File: config.mk
export PLATFORM = sky130hd
export DESIGN_NAME = psdf_emit_flat
export DESIGN_NICKNAME = d
export VERILOG_FILES = /design/src/psdf_pkg.sv /design/src/psdf_if.sv /design/src/psdf_emit.sv /design/src/flat_wrapper.sv
export SDC_FILE = /design/constraint.sdc
export NUM_CORES = 1
export LEC_CHECK = 0
export ABC_AREA = 1
export ABC_CLOCK_PERIOD_IN_PS = 13200
export BUFFER_PORTS_ARGS = -buffer_cell sky130_fd_sc_hd__buf_2
export CAP_MARGIN = 20
export CORE_UTILIZATION = 25
export DETAILED_ROUTE_END_ITERATION = 8
export PLACE_DENSITY_LB_ADDON = 0.2
export SLEW_MARGIN = 5
export SYNTH_ARGS = -nofsm -noshare
export SYNTH_HDL_FRONTEND = slang
export SYNTH_SLANG_ARGS = --single-unit
File: constraint.sdc
create_clock -name clk -period 13.2 [get_ports clk]
set_clock_uncertainty 0.15 [all_clocks]
set_input_delay 1.98 -clock clk [delete_from_list [all_inputs] [get_ports clk]]
set_output_delay 1.98 -clock clk [all_outputs]
set_load 0.01 [all_outputs]
File: src/psdf_pkg.sv
// ----------------------------------------------------------------------------
// psdf_pkg: shared types and constants
// Record type, sort order and the small constants used across the sorter.
// ----------------------------------------------------------------------------
package psdf_pkg;

  localparam int unsigned MAX_ENTRIES_DEF = 64;
  localparam int unsigned QUEUE_DEPTH     = 4;
  localparam int unsigned QUEUE_AW        = $clog2(QUEUE_DEPTH);

  localparam logic [31:0] BOUND_RESET = 32'd10000;

  // configuration register indexes
  localparam logic CFG_CLASS = 1'b0;
  localparam logic CFG_BOUND = 1'b1;

  // priority class codes
  localparam logic [1:0] CLASS_ALL   = 2'd0;
  localparam logic [1:0] CLASS_ABOVE = 2'd1;
  localparam logic [1:0] CLASS_BELOW = 2'd2;

  typedef struct packed {
    logic [31:0] prio;
    logic [31:0] pkg;
    logic [15:0] idx;
  } rec_t;

  // word passed from the front queue to the back end
  typedef struct packed {
    rec_t rec;
    logic last;
  } qword_t;

  typedef struct packed {
    logic [1:0]  pclass;
    logic [31:0] bound;
  } cfg_t;

  // back-end control towards the insertion chain
  typedef struct packed {
    logic ins;
    logic pop;
    logic fin;
  } chain_ctl_t;

  // head of the chain as seen by the emit control
  typedef struct packed {
    logic valid;
    rec_t rec;
    logic ovf;
  } chain_head_t;

  // true when record a sorts strictly after record b
  function automatic logic rec_after(rec_t a, rec_t b);
    logic res;
    if (a.prio != b.prio) begin
      res = (a.prio < b.prio);
    end else if (a.pkg != b.pkg) begin
      res = (a.pkg > b.pkg);
    end else begin
      res = (a.idx > b.idx);
    end
    return res;
  endfunction

  function automatic logic class_keeps(cfg_t cfg, logic [31:0] prio);
    logic res;
    case (cfg.pclass)
      CLASS_ABOVE: res = (prio >= cfg.bound);
      CLASS_BELOW: res = (prio < cfg.bound);
      default:     res = 1'b1;
    endcase
    return res;
  endfunction

endpackage

File: src/psdf_if.sv


interface psdf_out_if;
  logic        valid;
  logic        ready;
  logic [31:0] out_package_number;
  logic [15:0] out_trigger_index;
  logic [31:0] out_priority;
  logic        valid_res;
  logic        overflowed;
  logic        last_out;

  modport source (output valid, out_package_number, out_trigger_index, out_priority,
                  valid_res, overflowed, last_out,
                  input ready);
  modport sink   (input valid, out_package_number, out_trigger_index, out_priority,
                  valid_res, overflowed, last_out,
                  output ready);
endinterface

File: src/psdf_emit.sv
// ----------------------------------------------------------------------------
// psdf_emit: back-end control and output stage
// Loads queued records into the chain, then drains it in order, dropping
// duplicates and filtered records, and marks the final result of a batch.
// ----------------------------------------------------------------------------
module psdf_emit (
  input  logic                   clk,
  input  logic                   rst_n,
  input  psdf_pkg::cfg_t         cfg,
  input  logic                   q_valid,
  input  psdf_pkg::qword_t       q_word,
  output logic                   q_pop,
  output psdf_pkg::chain_ctl_t   ctl,
  input  psdf_pkg::chain_head_t  head,
  psdf_out_if.source             out_ch
);

  localparam logic ST_LOAD  = 1'b0;
  localparam logic ST_DRAIN = 1'b1;

  logic           st_r, st_nxt;
  psdf_pkg::rec_t prev_r, pend_r;
  logic           have_prev_r, have_prev_nxt;
  logic           pend_v_r, pend_v_nxt;

  logic           ov_r, ov_nxt;
  psdf_pkg::rec_t orec_r;
  logic           ores_r, oovf_r, olast_r;

  logic           out_free, dup, keep, load_out, take_head;
  psdf_pkg::rec_t load_rec;
  logic           load_res, load_last;

  assign out_free  = !ov_r || out_ch.ready;
  assign dup       = have_prev_r && (prev_r == head.rec);
  assign keep      = !dup && psdf_pkg::class_keeps(cfg, head.rec.prio);
  assign take_head = (st_r == ST_DRAIN) && out_free && head.valid;

  assign q_pop   = (st_r == ST_LOAD) && q_valid;
  assign ctl.ins = q_pop;
  assign ctl.pop = take_head;
  assign ctl.fin = (st_r == ST_DRAIN) && out_free && !head.valid;

  always_comb begin
    st_nxt        = st_r;
    have_prev_nxt = have_prev_r;
    pend_v_nxt    = pend_v_r;
    load_out      = 1'b0;
    load_rec      = pend_r;
    load_res      = 1'b1;
    load_last     = 1'b0;
    case (st_r)
      ST_LOAD: begin
        if (q_valid && q_word.last) begin
          st_nxt = ST_DRAIN;
        end
      end
      ST_DRAIN: begin
        if (take_head) begin
          have_prev_nxt = 1'b1;
          if (keep) begin
            pend_v_nxt = 1'b1;
            load_out   = pend_v_r;
          end
        end else if (ctl.fin) begin
          // close the batch: held record goes out last, or the empty marker
          load_out      = 1'b1;
          load_last     = 1'b1;
          load_res      = pend_v_r;
          if (!pend_v_r) begin
            load_rec = '0;
          end
          pend_v_nxt    = 1'b0;
          have_prev_nxt = 1'b0;
          st_nxt        = ST_LOAD;
        end
      end
      default: st_nxt = ST_LOAD;
    endcase
  end

  assign ov_nxt = load_out ? 1'b1 : (out_ch.ready ? 1'b0 : ov_r);

  always_ff @(posedge clk) begin
    if (!rst_n) begin
      st_r        <= ST_LOAD;
      have_prev_r <= 1'b0;
      pend_v_r    <= 1'b0;
      ov_r        <= 1'b0;
    end else begin
      st_r        <= st_nxt;
      have_prev_r <= have_prev_nxt;
      pend_v_r    <= pend_v_nxt;
      ov_r        <= ov_nxt;
    end
  end

  always_ff @(posedge clk) begin
    if (take_head) begin
      prev_r <= head.rec;
      if (keep) begin
        pend_r <= head.rec;
      end
    end
    if (load_out) begin
      orec_r  <= load_rec;
      ores_r  <= load_res;
      oovf_r  <= head.ovf;
      olast_r <= load_last;
    end
  end

  assign out_ch.valid              = ov_r;
  assign out_ch.out_package_number = orec_r.pkg;
  assign out_ch.out_trigger_index  = orec_r.idx;
  assign out_ch.out_priority       = orec_r.prio;
  assign out_ch.valid_res          = ores_r;
  assign out_ch.overflowed         = oovf_r;
  assign out_ch.last_out           = olast_r;

endmodule
File: src/flat_wrapper.sv
// flat-port wrapper written by rule: the top's interface ports become plain ports
module psdf_emit_flat 
  (clk, rst_n, cfg, q_valid, q_word, q_pop, ctl, head, out_ch_valid, out_ch_out_package_number, out_ch_out_trigger_index, out_ch_out_priority, out_ch_valid_res, out_ch_overflowed, out_ch_last_out, out_ch_ready);
  psdf_out_if out_ch_i ();
  input  logic clk;
  input  logic rst_n;
  input  psdf_pkg::cfg_t cfg;
  input  logic q_valid;
  input  psdf_pkg::qword_t q_word;
  output logic q_pop;
  output psdf_pkg::chain_ctl_t ctl;
  input  psdf_pkg::chain_head_t head;
  output wire logic [$bits(out_ch_i.valid)-1:0] out_ch_valid;
  output wire logic [$bits(out_ch_i.out_package_number)-1:0] out_ch_out_package_number;
  output wire logic [$bits(out_ch_i.out_trigger_index)-1:0] out_ch_out_trigger_index;
  output wire logic [$bits(out_ch_i.out_priority)-1:0] out_ch_out_priority;
  output wire logic [$bits(out_ch_i.valid_res)-1:0] out_ch_valid_res;
  output wire logic [$bits(out_ch_i.overflowed)-1:0] out_ch_overflowed;
  output wire logic [$bits(out_ch_i.last_out)-1:0] out_ch_last_out;
  input wire logic [$bits(out_ch_i.ready)-1:0] out_ch_ready;
  assign out_ch_valid = out_ch_i.valid;
  assign out_ch_out_package_number = out_ch_i.out_package_number;
  assign out_ch_out_trigger_index = out_ch_i.out_trigger_index;
  assign out_ch_out_priority = out_ch_i.out_priority;
  assign out_ch_valid_res = out_ch_i.valid_res;
  assign out_ch_overflowed = out_ch_i.overflowed;
  assign out_ch_last_out = out_ch_i.last_out;
  assign out_ch_i.ready = out_ch_ready;
  psdf_emit u_core (.clk(clk), .rst_n(rst_n), .cfg(cfg), .q_valid(q_valid), .q_word(q_word), .q_pop(q_pop), .ctl(ctl), .head(head), .out_ch(out_ch_i));
endmodule
==> Flow_metrics.wiki <==
{| class="wikitable"
! Metric !! Value
|-
| Result of the run || complete, no violations
|-
| Synth-to-Final Area Change || 25.1%
|-
| Portion of total power attributed to combinational logic || 6.5%
|-
| Critical path depth in cells || 13
|-
| Share of flip-flops with an asynchronous set or reset after synthesis || 0%
|-
| Most common cell after layout, fill and taps aside || sky130_fd_sc_hd__edfxtp_1
|-
| Startpoint of the most critical setup path || head[56]
|-
| Share of synthesized area occupied by flip-flops and latches || 71.2%
|-
| Unrepaired setup endpoints after global routing || no
|-
| Biggest area consumer among synthesized cells || sky130_fd_sc_hd__edfxtp_1
|-
| Proportion of total power due to net switching || 21.2%
|-
| CTS Buf Count || 27
|-
| Fraction of layout instances using a drive strength above 1 || between 20% and 30%
|-
| Leakage power figure || between 5 and 6 nW
|-
| Antenna Cells || 0
|-
| Most used routing layer in global routing || met2
|-
| Global-route wire length before repair || around 33000 um
|-
| Count of routing violations after the opening detailed-route iteration || 187
|-
| Mapped Avg Cell Area || 12.4 um^2
|-
| Number of warnings reported in the yosys synthesis log || 0
|-
| Final worst path period need || between 4 and 5 ns
|-
| Number of H-tree branching levels || 1
|-
| Buffering stage count on the worst path with inverters included || 2
|-
| End point of the critical path || u_core.out_ch.out_trigger_index[1]
|-
| Initial core utilization || between 20% and 30%
|-
| Sort of element at the end of the critical path || flip-flop
|-
| Total track usage || 10.4%
|-
| Dominant cell type by count on the critical path || sky130_fd_sc_hd__nand2_1
|-
| Port buffer count || approximately 210
|-
| Reg power frac || 49.0%
|-
| Final total power || 1.83 mW
|-
| Origin of the critical flop-to-flop path || u_core.prev_r[1]
|-
| Count of antenna-violating nets left after detailed routing || 0
|-
| Global routing usage on met1 || between 10% and 20%
|-
| Power density cells || 141 mW/mm^2
|-
| IR drop worst, VDD || approximately 0.00007 V
|-
| Met2 GRT Util || ~17%
|-
| Clk Tree Root Cell || sky130_fd_sc_hd__clkbuf_16
|-
| Origin of the worst min-delay path || u_core.have_prev_r
|-
| Net switching power of the design || slightly below 400 uW
|-
| Number of antenna violations at the first check in global routing || 0
|-
| Synthesized instance count || approximately 840
|-
| Site Rows || 74
|-
| Height of the chip || about 200 um
|-
| Placeable core area || between 0.04 and 0.05 mm^2
|-
| Worst path cell trace || buf_2 -> ha_1 -> nand2_1 -> nor2_1 -> nand4_1 -> nor3_1 -> nand2_1 -> nand3_1 -> nand2_1 -> nand2_2 -> nand3_2 -> nand2_4 -> buf_4
|-
| Hold-fix buffer count after cts || 0
|-
| Detailed-route wire length per cell || roughly 14 um
|-
| Remaining DRCs || 0
|-
| Crit Path Max Fanout || 55
|-
| Share of the clock period used by the worst path after layout || 36.5%
|-
| Max-cap viol count || 0
|-
| # IOs || between 200 and 300
|-
| Number of instances resized during post-cts repair || 0
|-
| Weighted congestion at the end of routability-driven global placement || between 0.7 and 0.8
|-
| Net count after synthesis || 1071
|-
| Die span in x || around 210 um
|-
| Classification of the worst setup path || in2reg
|-
| R2R Setup Slk || about 10 ns
|-
| Top library cells by usage in the layout, fill and taps aside || 243 x sky130_fd_sc_hd__edfxtp_1, 208 x sky130_fd_sc_hd__buf_2, 184 x sky130_fd_sc_hd__inv_1, 155 x sky130_fd_sc_hd__nor2_1, 74 x sky130_fd_sc_hd__nand2_1
|-
| Detailed-placement wirelength estimate || roughly 15000 um
|-
| Hold crit path type || reg2reg
|-
| Top cells by area in the synthesized netlist || sky130_fd_sc_hd__edfxtp_1 70%, sky130_fd_sc_hd__inv_1 6.7%, sky130_fd_sc_hd__nor2_1 5.7%
|-
| Int Pwr || 1.44 mW
|-
| Least-Margin Pin Slew || just over 1 ns
|-
| Critical path's top delay family || simple AND/OR/NAND/NOR gates
|-
| Final hold vios || 0
|-
| Number of setup violations in the final report || 0
|-
| Number of pins with negative max-slew slack in the final report || 0
|-
| Critical Path Source Type || primary input
|-
| Insertion delay to the later sink of the worst-skew pair || 0.54 ns
|-
| Detailed-route via count || about 6.2k
|-
| Global routing usage on met3 || 2.72%
|-
| CP Data Arrival Time || 4.83 ns
|-
| Area of the die || around 0.042 mm^2
|-
| Area of the mapped netlist || between 0.01 and 0.015 mm^2
|-
| Routed wire length || 22100 um
|-
| Critical Path Slowest Stage Cell || sky130_fd_sc_hd__buf_4
|-
| Number of enable flip-flop cells after synthesis || around 240
|-
| Worst stage delay on the critical path || between 0.7 and 0.8 ns
|-
| Maximum buffer depth of the clock tree || 3
|-
| Setup TNS || 0 ns
|-
| Worst slew margin relative to its limit || 31.8%
|-
| Worst endpoint required time || approximately 13 ns
|-
| TritonCTS clock tree || built
|-
| Via count of the first global-routing pass || approximately 6k
|-
| Endpoint of the worst register-to-register path || u_core.out_ch.out_trigger_index[1]
|-
| Part of the total power dissipated in the clock network || between 40% and 50%
|-
| Flip-flop and latch count after synthesis || between 200 and 250
|-
| Average via count per standard cell || ~3.8
|-
| Fmax || between 0.2 and 0.25 GHz
|-
| Flip-flop cell with the highest count after synthesis || sky130_fd_sc_hd__edfxtp_1
|-
| Proportion of netlist area held by the largest area contributor || between 70% and 80%
|-
| Largest net degree at the start of global routing || approximately 80
|-
| Count of TritonRoute iterations in the first routing pass || 4
|-
| Number of nets in the layout || between 1k and 1.5k
|-
| Postcts setup bufs || 0
|-
| CTS sink count || around 250
|-
| Aggregate global routing overflow || 0
|-
| Clock Pin Slew Worst Setup and Hold Paths || around 0.06 ns
|-
| Length in cells of the worst reg-to-reg path || 11
|-
| Number of distinct library cells after synthesis || 28
|}
==> worst register-to-register path, delay by kind of cell (launching register included) <==
kind                   cells  cell delay (ns)
DFF                        1             0.39
buffers and inverters      2             0.59
and+or+nand+nor            9             1.60
==> power groups by stage <==
stage	Sequential, mW	Clock [mW]	Combinational [mW]
final	0.896	0.815	0.119
after global placement	0.912	0	0.121
after detailed placement	0.912	0	0.123
after floorplan	0.918	0	0.0613
after global routing	0.897	0.871	0.138
after CTS	0.896	0.844	0.123
==> registers in the layout (all words and copies together) (netlist names) <==
name	cells
u_core.out_ch.out_priority	32
u_core.pend_v_r	1
u_core.out_ch.last_out	1
u_core.pend_r	80
u_core.out_ch.valid_res	1
u_core.out_ch.valid	1
u_core.prev_r	80
u_core.out_ch.overflowed	1
u_core.out_ch.out_package_number	32
u_core.out_ch.out_trigger_index	16
u_core.have_prev_r	1
u_core.st_r	1
==> cells in the mapped netlist (2+ instances only) <==
cell                       count
sky130_fd_sc_hd__edfxtp_1    243
sky130_fd_sc_hd__inv_1       185
sky130_fd_sc_hd__nor2_1      156
sky130_fd_sc_hd__nand2_1      75
sky130_fd_sc_hd__ha_1         34
sky130_fd_sc_hd__xnor2_1      23
sky130_fd_sc_hd__xor2_1       23
sky130_fd_sc_hd__nor3_1       18
sky130_fd_sc_hd__a21oi_1      13
sky130_fd_sc_hd__nand3_1      13
sky130_fd_sc_hd__or2_2        12
sky130_fd_sc_hd__nand4_1      11
sky130_fd_sc_hd__buf_6         8
sky130_fd_sc_hd__dfxtp_1       4
sky130_fd_sc_hd__buf_4         2
sky130_fd_sc_hd__nand2_2       2
sky130_fd_sc_hd__nand3_2       2
sky130_fd_sc_hd__o21ai_0       2
==> routing by layer <==
metal / vias to the layer above / part of all wire [%]
met3: 33 / 6.6
met2: 149 / 46
li1: 3166 / -
met1: 2867 / 46
met4: 0 / 1.9
met5: - / 0
==> stage by stage <==
stage	area (um^2)	setup slack, ns	util (%)	std cells	hold WS (ns)
floorplan	10400	4.81	-	836	0.334
global placement	12000	7.66	29.4	1571	0.367
detailed placement	12000	7.64	29.4	1571	0.371
CTS	13000	8.21	31.7	1618	0.380
global route	13000	7.98	31.7	1618	0.402
finish	13000	8.39	31.7	1618	0.377
==> cell type report <==
type                       count  area [um^2]
clock buffer                  32          694
clock inverter                15          245
fill                        4121        27900
inverter                     186          701
multi-input combinational    393         2200
sequential                   247         7380
tap                          532          666
timing repair buffer         213         1080
==> kinds of logic after synthesis <==
logic type	share of synthesized area [%]
DFF	71.2
buffers and inverters	7.75
AOI/OAI and AO/OA	1.10
adders and majority gates	4.10
and+or+nand+nor	12.0
xor gates and xnor gates	3.89
==> worst min-delay path by stage <==
stage | end | slack, ns | cells after the start
after floorplan | u_core.have_prev_r | 0.33 | 2
after global placement | u_core.have_prev_r | 0.37 | 2
after detailed placement | u_core.have_prev_r | 0.37 | 2
after CTS | u_core.have_prev_r | 0.38 | 2
after global routing | u_core.out_ch.out_package_number[20] | 0.40 | 2
final | u_core.have_prev_r | 0.38 | 2
(Power assumes the default switching activity.)
