`config.mk`:
```
export PLATFORM = sky130hd
export DESIGN_NAME = psdf_front_flat
export DESIGN_NICKNAME = d
export VERILOG_FILES = /design/src/psdf_pkg.sv /design/src/psdf_if.sv /design/src/psdf_front.sv /design/src/flat_wrapper.sv
export SDC_FILE = /design/constraint.sdc
export NUM_CORES = 1
export LEC_CHECK = 0
export BUFFER_PORTS_ARGS = -buffer_cell sky130_fd_sc_hd__buf_2
export CAP_MARGIN = 20
export CORE_MARGIN = 2
export CORE_UTILIZATION = 34
export CTS_CLUSTER_DIAMETER = 50
export DETAILED_ROUTE_END_ITERATION = 10
export HOLD_SLACK_MARGIN = 0.02
export MAX_ROUTING_LAYER = met4
export SYNTH_ARGS = -nofsm -noshare
export SYNTH_HDL_FRONTEND = slang
export SYNTH_SLANG_ARGS = --single-unit
```
`constraint.sdc`:
```
create_clock -name clk -period 4.3 [get_ports clk]
set_clock_uncertainty 0.15 [all_clocks]
set_input_delay 0.86 -clock clk [delete_from_list [all_inputs] [get_ports clk]]
set_output_delay 0.86 -clock clk [all_outputs]
set_load 0.1 [all_outputs]
```
`src/psdf_pkg.sv`:
```
// ----------------------------------------------------------------------------
// psdf_pkg: shared types and constants
// Record type, sort order and the small constants used across the sorter.
// ----------------------------------------------------------------------------
package psdf_pkg;

  localparam int unsigned MAX_ENTRIES_DEF = 64;
  localparam int unsigned QUEUE_DEPTH     = 4;
  localparam int unsigned QUEUE_AW        = $clog2(QUEUE_DEPTH);

  localparam logic [31:0] BOUND_RESET = 32'd10000;

  // configuration register indexes
  localparam logic CFG_CLASS = 1'b0;
  localparam logic CFG_BOUND = 1'b1;

  // priority class codes
  localparam logic [1:0] CLASS_ALL   = 2'd0;
  localparam logic [1:0] CLASS_ABOVE = 2'd1;
  localparam logic [1:0] CLASS_BELOW = 2'd2;

  typedef struct packed {
    logic [31:0] prio;
    logic [31:0] pkg;
    logic [15:0] idx;
  } rec_t;

  // word passed from the front queue to the back end
  typedef struct packed {
    rec_t rec;
    logic last;
  } qword_t;

  typedef struct packed {
    logic [1:0]  pclass;
    logic [31:0] bound;
  } cfg_t;

  // back-end control towards the insertion chain
  typedef struct packed {
    logic ins;
    logic pop;
    logic fin;
  } chain_ctl_t;

  // head of the chain as seen by the emit control
  typedef struct packed {
    logic valid;
    rec_t rec;
    logic ovf;
  } chain_head_t;

  // true when record a sorts strictly after record b
  function automatic logic rec_after(rec_t a, rec_t b);
    logic res;
    if (a.prio != b.prio) begin
      res = (a.prio < b.prio);
    end else if (a.pkg != b.pkg) begin
      res = (a.pkg > b.pkg);
    end else begin
      res = (a.idx > b.idx);
    end
    return res;
  endfunction

  function automatic logic class_keeps(cfg_t cfg, logic [31:0] prio);
    logic res;
    case (cfg.pclass)
      CLASS_ABOVE: res = (prio >= cfg.bound);
      CLASS_BELOW: res = (prio < cfg.bound);
      default:     res = 1'b1;
    endcase
    return res;
  endfunction

endpackage

```
`src/psdf_if.sv`:
```
// ----------------------------------------------------------------------------
// psdf_if: channel interfaces
// Valid/ready channels for input records and sorted results.
// ----------------------------------------------------------------------------
interface psdf_in_if;
  logic        valid;
  logic        ready;
  logic [31:0] package_number;
  logic [15:0] trigger_index;
  logic [31:0] priority_req;
  logic        last_in;

  modport source (output valid, package_number, trigger_index, priority_req, last_in,
                  input ready);
  modport sink   (input valid, package_number, trigger_index, priority_req, last_in,
                  output ready);
endinterface


```
`src/psdf_front.sv`:
```
// ----------------------------------------------------------------------------
// psdf_front: input queue
// Accepts words from the input channel, packs them into records and holds
// them in a short queue so the back end can stall independently.
// ----------------------------------------------------------------------------
module psdf_front (
  input  logic                 clk,
  input  logic                 rst_n,
  psdf_in_if.sink              in_ch,
  output logic                 q_valid,
  output psdf_pkg::qword_t     q_word,
  input  logic                 q_pop
);

  localparam int unsigned AW = psdf_pkg::QUEUE_AW;
  localparam logic [AW:0] FULL_C = (AW+1)'(psdf_pkg::QUEUE_DEPTH);

  psdf_pkg::qword_t mem_r [psdf_pkg::QUEUE_DEPTH];
  logic [AW-1:0]    wp_r, wp_nxt, rp_r, rp_nxt;
  logic [AW:0]      cnt_r, cnt_nxt;
  logic             push, pop;
  psdf_pkg::qword_t in_word;

  always_comb begin
    in_word.rec.prio = in_ch.priority_req;
    in_word.rec.pkg  = in_ch.package_number;
    in_word.rec.idx  = in_ch.trigger_index;
    in_word.last     = in_ch.last_in;
  end

  assign in_ch.ready = (cnt_r != FULL_C);
  assign push        = in_ch.valid && in_ch.ready;
  assign q_valid     = (cnt_r != '0);
  assign pop         = q_pop && q_valid;
  assign q_word      = mem_r[rp_r];

  always_comb begin
    wp_nxt  = push ? wp_r + 1'b1 : wp_r;
    rp_nxt  = pop ? rp_r + 1'b1 : rp_r;
    cnt_nxt = cnt_r;
    if (push && !pop) begin
      cnt_nxt = cnt_r + 1'b1;
    end else if (pop && !push) begin
      cnt_nxt = cnt_r - 1'b1;
    end
  end

  always_ff @(posedge clk) begin
    if (!rst_n) begin
      wp_r  <= '0;
      rp_r  <= '0;
      cnt_r <= '0;
    end else begin
      wp_r  <= wp_nxt;
      rp_r  <= rp_nxt;
      cnt_r <= cnt_nxt;
    end
  end

  always_ff @(posedge clk) begin
    if (push) begin
      mem_r[wp_r] <= in_word;
    end
  end

endmodule

```
`src/flat_wrapper.sv`:
```
// flat-port wrapper written by rule: the top's interface ports become plain ports
module psdf_front_flat 
  (clk, rst_n, q_valid, q_word, q_pop, in_ch_valid, in_ch_package_number, in_ch_trigger_index, in_ch_priority_req, in_ch_last_in, in_ch_ready);
  psdf_in_if in_ch_i ();
  input  logic clk;
  input  logic rst_n;
  output logic q_valid;
  output psdf_pkg::qword_t q_word;
  input  logic q_pop;
  input wire logic [$bits(in_ch_i.valid)-1:0] in_ch_valid;
  input wire logic [$bits(in_ch_i.package_number)-1:0] in_ch_package_number;
  input wire logic [$bits(in_ch_i.trigger_index)-1:0] in_ch_trigger_index;
  input wire logic [$bits(in_ch_i.priority_req)-1:0] in_ch_priority_req;
  input wire logic [$bits(in_ch_i.last_in)-1:0] in_ch_last_in;
  output wire logic [$bits(in_ch_i.ready)-1:0] in_ch_ready;
  assign in_ch_i.valid = in_ch_valid;
  assign in_ch_i.package_number = in_ch_package_number;
  assign in_ch_i.trigger_index = in_ch_trigger_index;
  assign in_ch_i.priority_req = in_ch_priority_req;
  assign in_ch_i.last_in = in_ch_last_in;
  assign in_ch_ready = in_ch_i.ready;
  psdf_front u_core (.clk(clk), .rst_n(rst_n), .in_ch(in_ch_i), .q_valid(q_valid), .q_word(q_word), .q_pop(q_pop));
endmodule
```
==> impl_metrics.toml, run 1 <==
[run_status]
status = "finished clean"

[die]
fp-row-count = 69
core-area_mm2 = 0.0356
start_util = 0.345
chipWidth_um = 194
dieArea_mm2 = 0.0376
pin_count = 168
dieHeight_um = 194

[sta]
setup_viol = 0
tns_ns = 0
hold_ws_ns = 0.355
maxSlewHeadroom = 0.537
rsz0062_at_grt = "no"
tightest_slew_ns = 0.694
period_minus_slack_ns = 3.41
final_max_slew_viol_count = 0
max_freq_ghz = 0.294
finalCritPeriodShare = 0.792
hold_viol_final = 0

[clock_tree]
cts-buffers-inserted = 38
cts_max_level = 2
clk_latency_ns = 0.51
cts_tree = "yes"
hold_buffers = 0
cts.sinks = 333
clk_pin_slew_ns = 0.06
cts_root_buffer = "clkbuf_16"
cts_buffer_depth = 3
post_cts_buffers = 0
post_cts_resized = 0

[placed_design]
dp_hpwl_um = 13900
io_buffers = 167
gp_congestion = 0.689

[routing]
first_iter_violations = 283
vias = 5454
wl_per_cell_um = 20.0
routed_via_density = 4.70
firstDrtPassIters = 4
drc = 0
ant_nets = 0
drt-total-wl_um = 23200

[finish]
nets = 761
layout_common_cells = "edfxtp_1 (324), buf_2 (167), mux4_2 (81)"
nFillCells = 3131
multi_input_area_mm2 = 0.00213
drive_gt1_frac = 0.459
regArea_mm2 = 0.00992
syn_to_final_growth_pct = 21.4
final_common_cell = "edfxtp_1"

[synthesis]
muxShareOfSynthArea = 0.151
synth-simple-area-share = 0.00745
syn_inst = 471
synth_xor_area_frac = 0.00286
synthesis.area_mm2 = 0.0123
synthAdderAreaFrac = 0.00673
yosysSeqAreaShare = 0.808
synth_nets = 562
synth-compound-area-share = 0.00500
syn_avg_cell_area_um2 = 26.0
yosys.cell_types.count = 23
ys_warn_count = 0
synth_top_family_by_area = "multiplexers"
ys_ff_latch = 333

[critical_path]
startpoint_type = "flip-flop"
reg2reg_slack_ns = 1.71
r2r_start = "u_core.cnt_r[0]$_SDFFE_PN0P_"
critPathMaxFanout = 21
cp.required_ns = 3.29
r2r-end = "u_core.cnt_r[2]$_SDFFE_PN0P_"
reg2reg_depth = 8
crit_arrival_ns = 2.40
path_class = "reg -> out"
critPathCaptureType = "primary output"

[global_route]
grt_overflow = 0
antenna_found_initial = 1
first_global_vias = 5936
grt.busiest_layer = "met2"
grt_pass1_wl_um = 35800
gr-usage-met2 = 0.209
use_met1 = 0.160
grtUsageMet3 = 0.0350
grt_max_degree = 54
grt_usage = 0.129

[job]
cap_violations = 0

[min_path]
worst_hold_path_type = "reg -> reg"
whs_path_depth = 2
hold_path_end = "u_core.wp_r[0]$_SDFFE_PN0P_"
min-delay-start = "u_core.wp_r[0]$_SDFFE_PN0P_"
-- cells in the mapped netlist, drive strengths merged --
master | n | area [um2]
nor2 | 1 | 3.75
o31ai | 1 | 21.3
mux2i | 3 | 30.0
fa | 1 | 20.0
and2 | 8 | 50.1
a21boi | 2 | 18.8
edfxtp | 324 | 9730
o311ai | 1 | 16.3
ha | 5 | 62.6
xnor2 | 3 | 26.3
xor2 | 1 | 8.76
nor2b | 1 | 6.26
inv | 3 | 11.3
clkbuf | 2 | 7.51
mux4 | 81 | 1820
o21ai | 1 | 5.00
buf | 17 | 211
or3 | 2 | 12.5
dfxtp | 9 | 180
nand2 | 5 | 18.8
-- worst max-delay path by stage --
stage                start                      endpoint  cells after the start  slack [ns]
2_1_floorplan  in_ch_valid  u_core.mem_r[2][0]$_DFFE_PP_                      2        0.64
3_3_place_gp     flip-flop                    q_word[13]                      3        1.39
3_5_place_dp     flip-flop                    q_word[13]                      3        1.37
4_1_cts          flip-flop                    q_word[13]                      3        0.80
5_1_grt          flip-flop                    q_word[13]                      3        0.72
6_report         flip-flop                    q_word[13]                      3        0.89
-- sequential cells by signal (all words and copies together) (netlist names), named ones only --
| name | cells |
|---|---|
| u_core.cnt_r | 3 |
| u_core.rp_r | 2 |
| u_core.wp_r | 2 |
| u_core.mem_r | 324 |
-- cells by family after synthesis --
group | Yosys count
adders and majority gates | 6
muxes | 84
xor gates and xnor gates | 4
and+or+nand+nor | 17
buffers and inverters | 22
DFF | 333
AOI/OAI and AO/OA | 5
-- through the flow --
step                      utilization  setup slack, ns  instance area (um2)  cells
final                           0.419            0.895                14900   1161
after global routing            0.419            0.722                14900   1161
after CTS                       0.419            0.804                14900   1160
after detailed placement        0.384             1.37                13600   1091
after global placement          0.384             1.39                13600   1091
after floorplan                     -            0.636                12300    471
-- layer usage --
metal | vias up | part of all wire
met5 | - | 0
met4 | 0 | 0.020
met3 | 35 | 0.058
met2 | 144 | 0.50
met1 | 2847 | 0.42
li1 | 2428 | -
-- cell type report --
cell class,count,area share
Inverter,3,0.000756
Sequential cell,333,0.666
Multi-Input combinational cell,116,0.143
Clock inverter,17,0.0103
Tap cell,461,0.0387
Clock buffer,52,0.0730
Antenna cell,1,0.000168
Timing Repair Buffer,178,0.0676
-- critical path, cell delays in order (launching register included) --
cell,delay (ns)
dfxtp_4,0.51
buf_4,0.44
mux4_2,0.59
buf_2,0.31
Power of run 1 is not shown: default switching activity piles up to over one toggle a cycle in this logic, so the estimate is an artifact.
==> inputs of run 2 (changes only) <==
==> constraint.sdc (replaced) <==
create_clock -name clk -period 3 [get_ports clk]
set_clock_uncertainty 0.15 [all_clocks]
set_input_delay 0.6 -clock clk [delete_from_list [all_inputs] [get_ports clk]]
set_output_delay 0.6 -clock clk [all_outputs]
set_load 0.1 [all_outputs]
==> impl_metrics.toml, run 2 (synthesis results as in run 1) <==
[run_status]
status = "finished clean"

[global_route]
antenna_found_initial = 2
grt_usage = 0.132
grt_max_degree = 49
first_global_vias = 6125
grt_overflow = 0
grt_pass1_wl_um = 36300

[routing]
drt-total-wl_um = 23500
drc = 0
ant_nets = 0
firstDrtPassIters = 5
wl_per_cell_um = 20.1
first_iter_violations = 257
vias = 5528
routed_via_density = 4.74

[sta]
rsz0062_at_grt = "no"
final_max_slew_viol_count = 0
tightest_slew_ns = 0.540
tns_ns = 0
timing.final.ws_setup_ns = 0.0874
max_freq_ghz = 0.343
hold_viol_final = 0
setup_viol = 0
finalCritPeriodShare = 0.971
period_minus_slack_ns = 2.91
maxSlewHeadroom = 0.640

[critical_path]
cp.required_ns = 2.25
critPathTopFamily = "buffers and inverters"
startpoint_type = "flip-flop"
path_class = "reg -> out"
critPathBufInv = 2
cp_cell_sequence = "buf_16, mux4_2, buf_2"
critPathMaxFanout = 44
slowest_stage = "mux4_2"
cpPeakStageDelay_ns = 0.57
crit_arrival_ns = 2.16
critPathCaptureType = "primary output"

[finish]
layoutNonFillerInstCount = 1167
final_common_cell = "edfxtp_1"
post-route-util = 0.424
largest_register_ffs = 324
nets = 765
syn_to_final_growth_pct = 23.0
nFillCells = 3110
top_register = "u_core.mem_r"
regArea_mm2 = 0.00992
layout_common_cells = "edfxtp_1 (324), buf_2 (150), mux4_2 (81)"
drive_gt1_frac = 0.465
top_regs = "u_core.mem_r: 324 flops, u_core.cnt_r: 3 flops"
multi_input_area_mm2 = 0.00213

[clock_tree]
hold_buffers = 0
cts_max_level = 2
cts_tree = "yes"
post_cts_buffers = 0
clk_pin_slew_ns = 0.06
cts_root_buffer = "clkbuf_16"
cts_buffer_depth = 3
cts-buffers-inserted = 40
cts.sinks = 333
clk_latency_ns = 0.53

[placed_design]
io_buffers = 167
dp_hpwl_um = 13600
place_ws_ns = 0.403
gp_congestion = 0.677
dp_cells = 1093

[die]
pin_count = 168
dieArea_mm2 = 0.0376
start_util = 0.345
dieHeight_um = 194
fp-row-count = 69
chipWidth_um = 194
core-area_mm2 = 0.0356

[job]
cap_violations = 0

[min_path]
worst_hold_path_type = "in -> reg"
run 2: cell types whose count changed in the layout (fill, tap and decap cells not counted), moves of 2 or more:
cell       before  now
buf_4           4   14
clkbuf_4        0    6
buf_2         167  150
diode_2         1    3
buf_12          7    9
clkbuf_8        2    0
clkinv_1        7    9
bufinv_16       2    6
inv_6           0    2
clkbuf_1        9    5
run 2: area by class of cell:
class,count,area share
Tap cell,461,0.0382
Antenna cell,3,0.000497
Clock buffer,46,0.0692
Multi-Input combinational cell,116,0.141
Clock inverter,25,0.0192
Sequential cell,333,0.657
Inverter,3,0.000746
Timing Repair Buffer,180,0.0735
run 2: repair_timing:
action                                  CTS  global route
endpoints found under the hold margin     0             0
endpoints found under the setup margin    0            32
gates resized for setup                   0            29
run 2: worst register-to-register path, stage by stage (launching register included):
cell and delay, ns:
dfxtp_1 0.50, nor2_1 0.13, a21boi_2 0.37, ha_1 0.28, inv_1 0.06, fa_1 0.37, xor2_1 0.17, or3_1 0.30
a21boi_0 0.15
run 2: metal layers:
| metal | part of all wire | track usage |
|---|---|---|
| met2 | 0.49 | 0.206 |
| met1 | 0.43 | 0.167 |
| met3 | 0.058 | 0.0353 |
| met4 | 0.025 | 0.0485 |
| met5 | 0 | - |
run 2: path summary, 6_finish.rpt:
kind	startpoint	end	slack (ns)	depth (start not counted)
max	flip-flop	q_word[18]	0.09	3
min	in_ch_priority_req[27]	u_core.mem_r[2][76]$_DFFE_PP_	0.13	1
max reg2reg	u_core.cnt_r[0]$_SDFFE_PN0P_	u_core.cnt_r[2]$_SDFFE_PN0P_	0.44	8
min reg2reg	u_core.wp_r[0]$_SDFFE_PN0P_	u_core.wp_r[0]$_SDFFE_PN0P_	0.35	2
run 2: per-stage QoR:
step           hold WS [ns]  cell area (um2)
2_1_floorplan         0.318            12300
3_3_place_gp          0.343            13700
3_5_place_dp          0.345            13700
4_1_cts              0.0909            15000
5_1_grt               0.107            15100
6_report              0.133            15100
Power of run 2 is left out for the same reason.
==> inputs of run 3 (changes only) <==
--- a/config.mk
+++ b/config.mk
@@ -13,6 +13,7 @@
 export DETAILED_ROUTE_END_ITERATION = 10
 export HOLD_SLACK_MARGIN = 0.02
 export MAX_ROUTING_LAYER = met4
+export PLACE_DENSITY = 0.57
 export SYNTH_ARGS = -nofsm -noshare
 export SYNTH_HDL_FRONTEND = slang
 export SYNTH_SLANG_ARGS = --single-unit
==> constraint.sdc (replaced) <==
create_clock -name clk -period 2.39 [get_ports clk]
set_clock_uncertainty 0.15 [all_clocks]
set_input_delay 0.478 -clock clk [delete_from_list [all_inputs] [get_ports clk]]
set_output_delay 0.478 -clock clk [all_outputs]
set_load 0.1 [all_outputs]
==> impl_metrics.toml, run 3 (synthesis results as in run 1) <==
[run_status]
status = "finished, violations left"
violations = "negative setup slack"

[critical_path]
critPathCaptureType = "primary output"
critPathMaxFanout = 7
slowest_stage = "mux4_2"
cp.required_ns = 1.76
startpoint_type = "flip-flop"
cp_cell_sequence = "buf_4, clkbuf_16, mux4_2, buf_6"
crit_arrival_ns = 1.97
path_class = "reg -> out"
cpPeakStageDelay_ns = 0.52

[routing]
drc = 0
firstDrtPassIters = 6
wl_per_cell_um = 19.9
first_iter_violations = 340
ant_nets = 0
vias = 5885
routed_via_density = 4.71
drt-total-wl_um = 24900

[power]
power_mw = 22.5
power_density_mw_per_mm2 = 1370
leakage_nw = 5.56
peakVddDrop_mv = 1.14

[clock_tree]
cts_buffer_depth = 3
clk_latency_ns = 0.52
clk_pin_slew_ns = 0.06
cts_root_buffer = "clkbuf_16"
cts_max_level = 2
cts.sinks = 333
cts_tree = "yes"
cts-buffers-inserted = 40

[sta]
tightest_slew_ns = 0.499
rsz0062_at_grt = "yes"
period_minus_slack_ns = 2.60
timing.final.ws_setup_ns = -0.208
hold_viol_final = 0
final_max_slew_viol_count = 0
tns_ns = -13.61
max_freq_ghz = 0.385
finalCritPeriodShare = 1.09
setup_viol = 81
maxSlewHeadroom = 0.670

[placed_design]
place_ws_ns = 0.0433
io_buffers = 167
dp_hpwl_um = 14400
gp_congestion = 0.691

[die]
start_util = 0.345
dieArea_mm2 = 0.0376
pin_count = 168
chipWidth_um = 194
dieHeight_um = 194
fp-row-count = 69
core-area_mm2 = 0.0356

[finish]
layout_common_cells = "edfxtp_1 (324), buf_2 (86), mux4_2 (81)"
largest_register_ffs = 324
nets = 857
multi_input_area_mm2 = 0.00213
drive_gt1_frac = 0.429
top_regs = "u_core.mem_r: 324 flops, u_core.cnt_r: 3 flops"
final_common_cell = "edfxtp_1"
regArea_mm2 = 0.00992
nFillCells = 2966
top_register = "u_core.mem_r"
post-route-util = 0.462
syn_to_final_growth_pct = 34.0

[global_route]
grt_max_degree = 52
grt_pass1_wl_um = 38200
first_global_vias = 6647
grt_usage = 0.137
antenna_found_initial = 1
grt_overflow = 0

[job]
cap_violations = 0

[min_path]
worst_hold_path_type = "in -> reg"
run 3: changes by cell type in the layout (fill, tap and decap cells not counted), moves of 5 or more:
cell,change
dlygate4sd3_1,+79
bufinv_16,-5
buf_4,-6
buf_12,+6
clkinv_1,-5
buf_2,-64
clkbuf_4,-6
buf_6,+76
run 3: repair_timing:
| item | in CTS | in global routing |
|---|---|---|
| buffers inserted | 2 | 2 |
| hold endpoints to repair | 316 | 0 |
| gates resized for setup | 170 | 6 |
| gates cloned | 2 | 1 |
| endpoints found under the setup margin | 81 | 82 |
| hold buffers | 79 | 0 |
run 3: worst max-delay path, delay by kind of cell, from the launching register on:
family   cells  cell delay (ns)
flops        1             0.41
mux          1             0.52
buf+inv      3             0.53
run 3: path summary, 6_finish.rpt:
| kind | end | start | depth (start not counted) | slack [ns] |
|---|---|---|---|---|
| worst max register to register | u_core.cnt_r[2]$_SDFFE_PN0P_ | u_core.cnt_r[2]$_SDFFE_PN0P_ | 7 | 0.13 |
| worst min register to register | u_core.wp_r[1]$_SDFFE_PN0P_ | u_core.wp_r[1]$_SDFFE_PN0P_ | 2 | 0.37 |
| worst min-delay path | u_core.mem_r[0][21]$_DFFE_PP_ | in_ch_package_number[4] | 1 | 0.06 |
| worst max-delay path | q_word[75] | flip-flop | 4 | -0.21 |
run 3: metal layers:
layer,part of all wire,up-vias,GRT usage
li1,-,2619,-
met1,0.42,3067,0.169
met2,0.51,155,0.229
met3,0.041,44,0.0282
met4,0.022,0,0.0426
met5,0,-,-
run 3: layout make-up:
class,count,area share
clock buffers,48,0.0641
flip-flops and latches,333,0.604
inverters,3,0.000685
diodes,1,0.000152
well taps,461,0.0351
multi-input cells,116,0.130
clock inverters,16,0.00769
repair buffers,272,0.159
run 3: power breakdown:
part	switching [mW]	leakage [nW]	total (mW)	internal (mW)
sequential	0.207	3.05	7.30	7.10
combinational	6.75	1.94	9.73	2.98
clock	2.19	0.573	5.43	3.24
total	9.15	5.56	22.5	13.3
run 3: metrics by stage:
step / cell area, um2 / instances / hold WS, ns
2_1_floorplan: 12300 / 471 / 0.318
3_3_place_gp: 13800 / 1099 / 0.326
3_5_place_dp: 13800 / 1099 / 0.353
4_1_cts: 16400 / 1246 / 0.0202
5_1_grt: 16400 / 1250 / 0.0305
6_report: 16400 / 1250 / 0.0607
Power figures use the tool's default switching activity.
